<file path="src/rtl/core/teq_pkg.sv">
// ----------------------------------------------------------------------------
// teq_pkg - shared definitions for the timed event queue
// Command and status codes, beat layouts and the stored entry type.
// ----------------------------------------------------------------------------
package teq_pkg;

  localparam int TEQ_DEPTH = 16;

  localparam int TIME_W  = 32;
  localparam int TAG_W   = 16;
  localparam int CNT_OUT_W = 5;

  // input beat: tdata = event_time, event_tag, now (80 bits); tuser = command
  localparam int IN_TDATA_W = 80;
  localparam int IN_TUSER_W = 2;

  // result beat: tdata = released_tag, queued_count, head_present, wait_seconds
  // (54 bits, padded to 56); tuser = released_valid, release_reason, status
  localparam int OUT_TDATA_W = 56;
  localparam int OUT_TUSER_W = 4;

  localparam logic [1:0] CMD_INSERT = 2'd0;
  localparam logic [1:0] CMD_TICK   = 2'd1;
  localparam logic [1:0] CMD_FLUSH  = 2'd2;

  localparam logic [1:0] ST_OK    = 2'd0;
  localparam logic [1:0] ST_FULL  = 2'd1;
  localparam logic [1:0] ST_EMPTY = 2'd2;

  localparam logic REASON_DUE   = 1'b0;
  localparam logic REASON_FLUSH = 1'b1;

  typedef struct packed {
    logic [TAG_W-1:0]  tag;
    logic [TIME_W-1:0] due;
  } teq_entry_t;

endpackage

</file>
<file path="src/rtl/core/teq_store.sv">
// ----------------------------------------------------------------------------
// teq_store - event entry memory
// Circular entry store, one write port and one registered read port.
// ----------------------------------------------------------------------------
module teq_store
  import teq_pkg::*;
#(
  parameter int DEPTH = TEQ_DEPTH,
  parameter int AW    = (DEPTH > 1) ? $clog2(DEPTH) : 1
) (
  input  logic             clk,
  input  logic             wr_en,
  input  logic [AW-1:0]    wr_addr,
  input  teq_entry_t       wr_data,
  input  logic [AW-1:0]    rd_addr,
  output teq_entry_t       rd_data
);

  teq_entry_t mem [DEPTH];
  teq_entry_t rd_data_r;

  always_ff @(posedge clk) begin
    if (wr_en) begin
      mem[wr_addr] <= wr_data;
    end
  end

  always_ff @(posedge clk) begin
    rd_data_r <= mem[rd_addr];
  end

  assign rd_data = rd_data_r;

endmodule

</file>
<file path="src/rtl/core/timed_event_queue.sv">
// ----------------------------------------------------------------------------
// timed_event_queue - sorted timer queue
// Holds up to DEPTH events ordered by due time; releases due events on a
// tick and all events on a flush, one result beat per released event.
// ----------------------------------------------------------------------------
// Sequence: an insert walks the held entries from the tail down, one compare per
//   held entry at most, then shows its result beat; a releasing tick or flush
//   shows one beat per released event, reading each from the store first; any
//   other command shows its single beat.
// Throughput: one command at a time; the input is held until the last result
//   beat of a command is registered, and any result stall holds it longer; the
//   single store read port and the shared time comparator set the pace.
// Reset: synchronous, active low; empties the queue at once, no clearing pass.
// ----------------------------------------------------------------------------
module timed_event_queue
  import teq_pkg::*;
#(
  parameter int DEPTH = TEQ_DEPTH
) (
  input  logic                    clk,
  input  logic                    rst_n,
  input  logic                    in_tvalid,
  output logic                    in_tready,
  input  logic [IN_TDATA_W-1:0]   in_tdata,   // event_time[31:0], event_tag[47:32], now[79:48]
  input  logic [IN_TUSER_W-1:0]   in_tuser,   // command[1:0]
  output logic                    out_tvalid,
  input  logic                    out_tready,
  output logic [OUT_TDATA_W-1:0]  out_tdata,  // released_tag[15:0], queued_count[20:16],
                                              // head_present[21], wait_seconds[53:22], zero pad
  output logic [OUT_TUSER_W-1:0]  out_tuser,  // released_valid[0], release_reason[1], status[3:2]
  output logic                    out_tlast   // last_of_run
);

  localparam int AW = (DEPTH > 1) ? $clog2(DEPTH) : 1;
  localparam int CW = $clog2(DEPTH + 1);

  // sequencer states
  localparam logic [2:0] S_IDLE     = 3'd0;
  localparam logic [2:0] S_INS_CMP  = 3'd1;
  localparam logic [2:0] S_INS_PUT  = 3'd2;
  localparam logic [2:0] S_RESULT   = 3'd3;
  localparam logic [2:0] S_POP_TAG  = 3'd4;
  localparam logic [2:0] S_POP_EMIT = 3'd5;

  function automatic logic [AW-1:0] ptr_inc(input logic [AW-1:0] p);
    ptr_inc = (p == AW'(DEPTH - 1)) ? '0 : p + 1'b1;
  endfunction

  function automatic logic [AW-1:0] ptr_dec(input logic [AW-1:0] p);
    ptr_dec = (p == '0) ? AW'(DEPTH - 1) : p - 1'b1;
  endfunction

  // input beat fields
  logic [1:0]        in_cmd;
  logic [TIME_W-1:0] in_time;
  logic [TAG_W-1:0]  in_tag;
  logic [TIME_W-1:0] in_now;

  assign in_cmd  = in_tuser[1:0];
  assign in_time = in_tdata[31:0];
  assign in_tag  = in_tdata[47:32];
  assign in_now  = in_tdata[79:48];

  // control and queue state
  logic [2:0]        state_r, state_nxt;
  logic [AW-1:0]     head_r, head_nxt;
  logic [AW-1:0]     tail_r, tail_nxt;
  logic [CW-1:0]     count_r, count_nxt;
  logic [TIME_W-1:0] head_time_r, head_time_nxt;

  // per-command working registers
  logic [AW-1:0]     ptr_r, ptr_nxt;
  logic [CW-1:0]     left_r, left_nxt;
  logic [TIME_W-1:0] etime_r, etime_nxt;
  logic [TAG_W-1:0]  etag_r, etag_nxt;
  logic [TIME_W-1:0] now_r, now_nxt;
  logic [1:0]        status_r, status_nxt;
  logic              flush_r, flush_nxt;
  logic [TAG_W-1:0]  tag_r, tag_nxt;

  // result register
  logic                   out_valid_r;
  logic [OUT_TDATA_W-1:0] out_data_r;
  logic [OUT_TUSER_W-1:0] out_user_r;
  logic                   out_last_r;

  // store port
  logic        wr_en;
  logic [AW-1:0] wr_addr;
  teq_entry_t  wr_data;
  logic [AW-1:0] rd_addr;
  teq_entry_t  rd_data;

  teq_store #(
    .DEPTH (DEPTH),
    .AW    (AW)
  ) u_store (
    .clk     (clk),
    .wr_en   (wr_en),
    .wr_addr (wr_addr),
    .wr_data (wr_data),
    .rd_addr (rd_addr),
    .rd_data (rd_data)
  );

  // shared time unit: due test and wait for every result
  logic [TIME_W-1:0] cmp_time;
  logic              cmp_gt;
  logic [TIME_W-1:0] cmp_diff;

  assign cmp_time = (state_r == S_POP_EMIT) ? rd_data.due : head_time_r;
  assign cmp_gt   = cmp_time > now_r;
  assign cmp_diff = cmp_time - now_r;

  // result beat assembly
  logic              out_free;
  logic              emit;
  logic [CW-1:0]     res_count;
  logic              res_present;
  logic              pop_more;
  logic [CW+4:0]     res_count_ext;
  logic [TIME_W-1:0] res_wait;
  logic [TAG_W-1:0]  res_tag;
  logic              res_valid;
  logic              res_reason;
  logic [1:0]        res_status;
  logic              res_last;

  assign out_free = !out_valid_r || out_tready;
  assign emit     = out_free && ((state_r == S_RESULT) || (state_r == S_POP_EMIT));

  always_comb begin
    pop_more = 1'b0;
    if (state_r == S_POP_EMIT) begin
      res_count   = count_r - 1'b1;
      res_present = (count_r > CW'(1));
      res_tag     = tag_r;
      res_valid   = 1'b1;
      res_reason  = flush_r ? REASON_FLUSH : REASON_DUE;
      res_status  = ST_OK;
      pop_more    = res_present && (flush_r || !cmp_gt);
      res_last    = !pop_more;
    end else begin
      res_count   = count_r;
      res_present = (count_r != '0);
      res_tag     = '0;
      res_valid   = 1'b0;
      res_reason  = REASON_DUE;
      res_status  = status_r;
      res_last    = 1'b1;
    end
    res_wait      = (res_present && cmp_gt) ? cmp_diff : '0;
    res_count_ext = {5'd0, res_count};
  end

  // sequencer
  always_comb begin
    state_nxt     = state_r;
    head_nxt      = head_r;
    tail_nxt      = tail_r;
    count_nxt     = count_r;
    head_time_nxt = head_time_r;
    ptr_nxt       = ptr_r;
    left_nxt      = left_r;
    etime_nxt     = etime_r;
    etag_nxt      = etag_r;
    now_nxt       = now_r;
    status_nxt    = status_r;
    flush_nxt     = flush_r;
    tag_nxt       = tag_r;
    wr_en         = 1'b0;
    wr_addr       = tail_r;
    wr_data       = '{tag: etag_r, due: etime_r};
    rd_addr       = head_r;

    case (state_r)
      S_IDLE: begin
        rd_addr = (in_cmd == CMD_INSERT) ? ptr_dec(tail_r) : head_r;
        if (in_tvalid) begin
          etime_nxt  = in_time;
          etag_nxt   = in_tag;
          now_nxt    = in_now;
          status_nxt = ST_OK;
          flush_nxt  = (in_cmd == CMD_FLUSH);
          state_nxt  = S_RESULT;
          case (in_cmd)
            CMD_INSERT: begin
              if (count_r == CW'(DEPTH)) begin
                status_nxt = ST_FULL;
              end else if (count_r == '0) begin
                // empty queue: the event becomes the head
                wr_en         = 1'b1;
                wr_addr       = tail_r;
                wr_data       = '{tag: in_tag, due: in_time};
                tail_nxt      = ptr_inc(tail_r);
                count_nxt     = count_r + 1'b1;
                head_time_nxt = in_time;
              end else begin
                ptr_nxt   = ptr_dec(tail_r);
                left_nxt  = count_r;
                state_nxt = S_INS_CMP;
              end
            end
            CMD_TICK: begin
              if ((count_r != '0) && (head_time_r <= in_now)) begin
                state_nxt = S_POP_TAG;
              end
            end
            CMD_FLUSH: begin
              if (count_r == '0) begin
                status_nxt = ST_EMPTY;
              end else begin
                state_nxt = S_POP_TAG;
              end
            end
            default: begin
            end
          endcase
        end
      end

      S_INS_CMP: begin
        // walk down from the tail, shifting later entries up one slot
        rd_addr = ptr_dec(ptr_r);
        wr_en   = 1'b1;
        wr_addr = ptr_inc(ptr_r);
        if (rd_data.due > etime_r) begin
          wr_data = rd_data;
          if (left_r == CW'(1)) begin
            state_nxt = S_INS_PUT;
          end else begin
            ptr_nxt  = ptr_dec(ptr_r);
            left_nxt = left_r - 1'b1;
          end
        end else begin
          tail_nxt  = ptr_inc(tail_r);
          count_nxt = count_r + 1'b1;
          state_nxt = S_RESULT;
        end
      end

      S_INS_PUT: begin
        // every held entry was later: the event takes the head slot
        wr_en         = 1'b1;
        wr_addr       = ptr_r;
        tail_nxt      = ptr_inc(tail_r);
        count_nxt     = count_r + 1'b1;
        head_time_nxt = etime_r;
        state_nxt     = S_RESULT;
      end

      S_RESULT: begin
        if (emit) begin
          state_nxt = S_IDLE;
        end
      end

      S_POP_TAG: begin
        // head entry is on the read port; fetch the one behind it
        rd_addr   = ptr_inc(head_r);
        tag_nxt   = rd_data.tag;
        state_nxt = S_POP_EMIT;
      end

      S_POP_EMIT: begin
        rd_addr = ptr_inc(head_r);
        if (emit) begin
          head_nxt      = ptr_inc(head_r);
          count_nxt     = count_r - 1'b1;
          head_time_nxt = rd_data.due;
          state_nxt     = pop_more ? S_POP_TAG : S_IDLE;
        end
      end

      default: begin
        state_nxt = S_IDLE;
      end
    endcase
  end

  always_ff @(posedge clk) begin
    if (!rst_n) begin
      state_r     <= S_IDLE;
      head_r      <= '0;
      tail_r      <= '0;
      count_r     <= '0;
      out_valid_r <= 1'b0;
    end else begin
      state_r <= state_nxt;
      head_r  <= head_nxt;
      tail_r  <= tail_nxt;
      count_r <= count_nxt;
      if (emit) begin
        out_valid_r <= 1'b1;
      end else if (out_tready) begin
        out_valid_r <= 1'b0;
      end
    end
  end

  // payload registers
  always_ff @(posedge clk) begin
    head_time_r <= head_time_nxt;
    ptr_r       <= ptr_nxt;
    left_r      <= left_nxt;
    etime_r     <= etime_nxt;
    etag_r      <= etag_nxt;
    now_r       <= now_nxt;
    status_r    <= status_nxt;
    flush_r     <= flush_nxt;
    tag_r       <= tag_nxt;
    if (emit) begin
      out_data_r <= {2'b00, res_wait, res_present, res_count_ext[CNT_OUT_W-1:0], res_tag};
      out_user_r <= {res_status, res_reason, res_valid};
      out_last_r <= res_last;
    end
  end

  assign in_tready  = (state_r == S_IDLE);
  assign out_tvalid = out_valid_r;
  assign out_tdata  = out_data_r;
  assign out_tuser  = out_user_r;
  assign out_tlast  = out_last_r;

endmodule

</file>
<file path="config.mk">
export PLATFORM = sky130hd
export DESIGN_NAME = timed_event_queue
export DESIGN_NICKNAME = d
export VERILOG_FILES = /design/src/rtl/core/teq_pkg.sv /design/src/rtl/core/teq_store.sv /design/src/rtl/core/timed_event_queue.sv
export SDC_FILE = /design/constraint.sdc
export NUM_CORES = 2
export LEC_CHECK = 0
export BUFFER_PORTS_ARGS = -buffer_cell sky130_fd_sc_hd__buf_2
export CORE_MARGIN = 8
export CORE_UTILIZATION = 30
export DETAILED_ROUTE_END_ITERATION = 10
export GPL_TIMING_DRIVEN = 0
export HOLD_SLACK_MARGIN = 0.12
export PLACE_DENSITY_LB_ADDON = 0.2
export SLEW_MARGIN = 20
export SYNTH_ARGS = -nofsm -noshare
export SYNTH_HDL_FRONTEND = slang
export SYNTH_SLANG_ARGS = --single-unit
</file>
<file path="constraint.sdc">
create_clock -name clk -period 5.75 [get_ports clk]
set_input_delay 0.8625 -clock clk [delete_from_list [all_inputs] [get_ports clk]]
set_output_delay 0.8625 -clock clk [all_outputs]
set_load 0.05 [all_outputs]
</file>
==> results.txt <==
Hold/Removal Path Class -> input port to register
worst hold slack -> 0.346 ns
synthesized area -> 0.0444 mm²
Slew Limit Headroom -> 17.4%
YS warnings -> 0
Placer Congestion -> 0.818
CP Launch Type -> register
worst-skew pair later-pin latency -> 0.72 ns
#FFs+latches synth -> 1032
Fin Clk Skew -> 0.0276 ns
WL met3 -> 8550 µm
Power Total -> 31.3 mW
Initial DRC Count -> 2344
maximum VDD drop -> 0.000255 V
Vias/cell -> 4.91
# DRC -> 0
clock-pin slew on the worst setup and hold paths -> 0.07 ns
outcome -> finished, final reports clean
Routed Antenna Nets -> 0
switch share -> 40.0%
layout cells sized above 1 -> 14.7%
Synth Area per Inst -> 12.3 µm²
MaxCap Viol Count -> 0
Initial Util -> 30.1%
Die X -> 401 µm
fin nets -> 4120
Cells after Synth -> 3597
leading cell type in the layout, fill and taps excluded -> edfxtp_1
actual slew at the worst max-slew pin -> 1.24 ns
RSZ-0062 raised after global routing -> false
Switch Pwr -> 12.5 mW
Port Buffer Count -> 146
clk buf depth -> 3
Synth async-reset ratio -> 0%
Clock Tree Root -> clkbuf_16
fill count -> 14400
Slew Limit Fails -> 0
Core Footprint -> 0.147 mm²
internal power -> 18.8 mW
clock power share -> 23.0%
GRT overflow -> 0
FP Rows -> 141
pwr dens -> 595 mW/mm²
first-pass GRT wire length -> 198000 µm
GRT Util Overall -> 16.4%
Logic pwr share -> 40.5%
setup_tns -> 0 ns
met1 wire length -> 62300 µm
Synth cell types -> 78
most frequent cells in the layout -> 967 x edfxtp_1, 617 x nand2_1, 357 x nor2_1
highest metal used -> met5
Post-Route WL -> 137000 µm
Max Fclk -> 0.179 GHz
hold path cells -> 1
Synth Flop Type -> edfxtp_1
min cycle time layout -> 5.60 ns
Crit Path Max Fanout -> 10
leakage -> 18.7 nW
DR vias -> 29300
Final period util -> 97.3%
Post-CTS Setup Repair Bufs -> 0
Hold Violations, Final -> 0
Die Footprint -> 0.161 mm²
Setup crit end kind -> register
initial antenna violation count -> 22
DP Wirelength -> 99400 µm
crit path DAT -> 6.03 ns
TritonCTS clock tree -> yes
CTS Sinks -> 1032
critical path class -> register to register
Seq/Total Area, Yosys -> 68.4%
reg2reg path depth -> 18
final core occ -> 35.7%
Final setup violation count -> 0
total CTS buffers -> 109
WL/cell -> 22.9 µm
post_cts resized -> 0
largest net degree at the start of global routing -> 38
share of power burned in registers -> 36.5%
Layout area overhead -> 18.5%
met2 WL -> 62000 µm
Post-synth EDFFs -> 967
vias in the first global route -> 28600
htree depth -> 3
Chip Height -> 401 µm
worst endpoint required time -> 6.19 ns
CTS Hold Bufs -> 0
drt pass-1 iters -> 5
IO Pins -> 149
-- worst max-delay path: stages (launching register included) --
cell	delay, ns
dfxtp_1	0.46
nor2b_1	0.22
nand2_1	0.22
inv_1	0.26
clkbuf_1	0.50
clkbuf_1	0.53
nand2_1	0.14
nand2_1	0.12
ha_1	0.30
a21o_1	0.24
a221o_2	0.43
a21oi_2	0.26
o31ai_1	0.15
nor2_1	0.35
o211a_1	0.37
or3_1	0.15
clkbuf_2	0.21
buf_2	0.30
nor2_1	0.08
-- metrics by stage --
step | instance area, µm² | setup WS [ns] | instances
floorplan | 44400 | 1.22 | 3598
global placement | 47500 | -1.99 | 5674
detailed placement | 48900 | 0.164 | 5743
CTS | 52600 | 0.113 | 5949
global route | 52600 | 0.0391 | 5953
finish | 52600 | 0.155 | 5961
-- final timing paths --
check             slack, ns             to                 from
setup / recovery       0.15  out_tdata[52]           state_r[2]
hold / removal         0.35      etag_r[9]         in_tdata[41]
setup reg to reg       0.15  out_tdata[52]           state_r[2]
hold reg to reg        0.44       tag_r[5]  u_store.rd_data[37]
-- routing by layer --
metal	global-route usage [%]	vias to the layer above
met5	0	-
met4	4.52	6
met3	3.26	206
met2	26.2	854
met1	22.7	14300
li1	-	13900
-- layout make-up --
class	count	area, µm²	area share (%)
buffer	209	1090	2.07
inverter	143	537	1.02
timing repair buffer	215	1870	3.55
clock inverter	57	569	1.08
clock buffer	149	3080	5.86
multi-input combinational	2214	12700	24.1
tap	1930	2410	4.59
antenna	12	30.0	0.0571
sequential	1032	30300	57.7
-- registers in the layout, indices dropped and copies added, names as in the netlist, 5 cells and up --
register,cells
head_time_r,32
now_r,32
count_r,5
u_store.mem,768
u_store.rd_data,48
etime_r,32
out_tdata,54
etag_r,16
tag_r,16
left_r,5
-- synth_stat cells, types with 65 or more instances --
cell	n	share of area [%]
a211oi_1	100	1.7
a21oi_1	84	0.95
a22oi_1	128	2.2
a31oi_1	97	1.4
and2_0	85	1.2
buf_2	87	0.98
clkbuf_1	70	0.59
dfxtp_1	65	2.9
edfxtp_1	967	65
ha_1	109	3.1
inv_1	142	1.2
nand2_1	617	5.2
nand3_1	112	1.3
nor2_1	375	3.2
o211ai_1	98	1.7
o21ai_0	123	1.4
-- logic make-up after synthesis --
group	count (synthesis)	synth area share, %
flops	1032	68.4
other cells	1	0.00845
compound gates	739	11.1
mux	15	0.347
fa+ha+maj	110	3.12
xor+xnor	39	0.770
simple gates	1309	12.6
buf+inv	352	3.64
-- power groups by stage --
| stage | clock, mW | sequential, mW | combinational (mW) |
|---|---|---|---|
| final | 7.20 | 11.4 | 12.7 |
| after global routing | 7.63 | 11.5 | 13.8 |
| after CTS | 7.36 | 11.4 | 12.8 |
| after detailed placement | 0 | 11.6 | 12.7 |
| after global placement | 0 | 11.8 | 12.0 |
| after floorplan | 0 | 11.8 | 7.11 |
No activity file was read; power rests on OpenSTA's default activity.
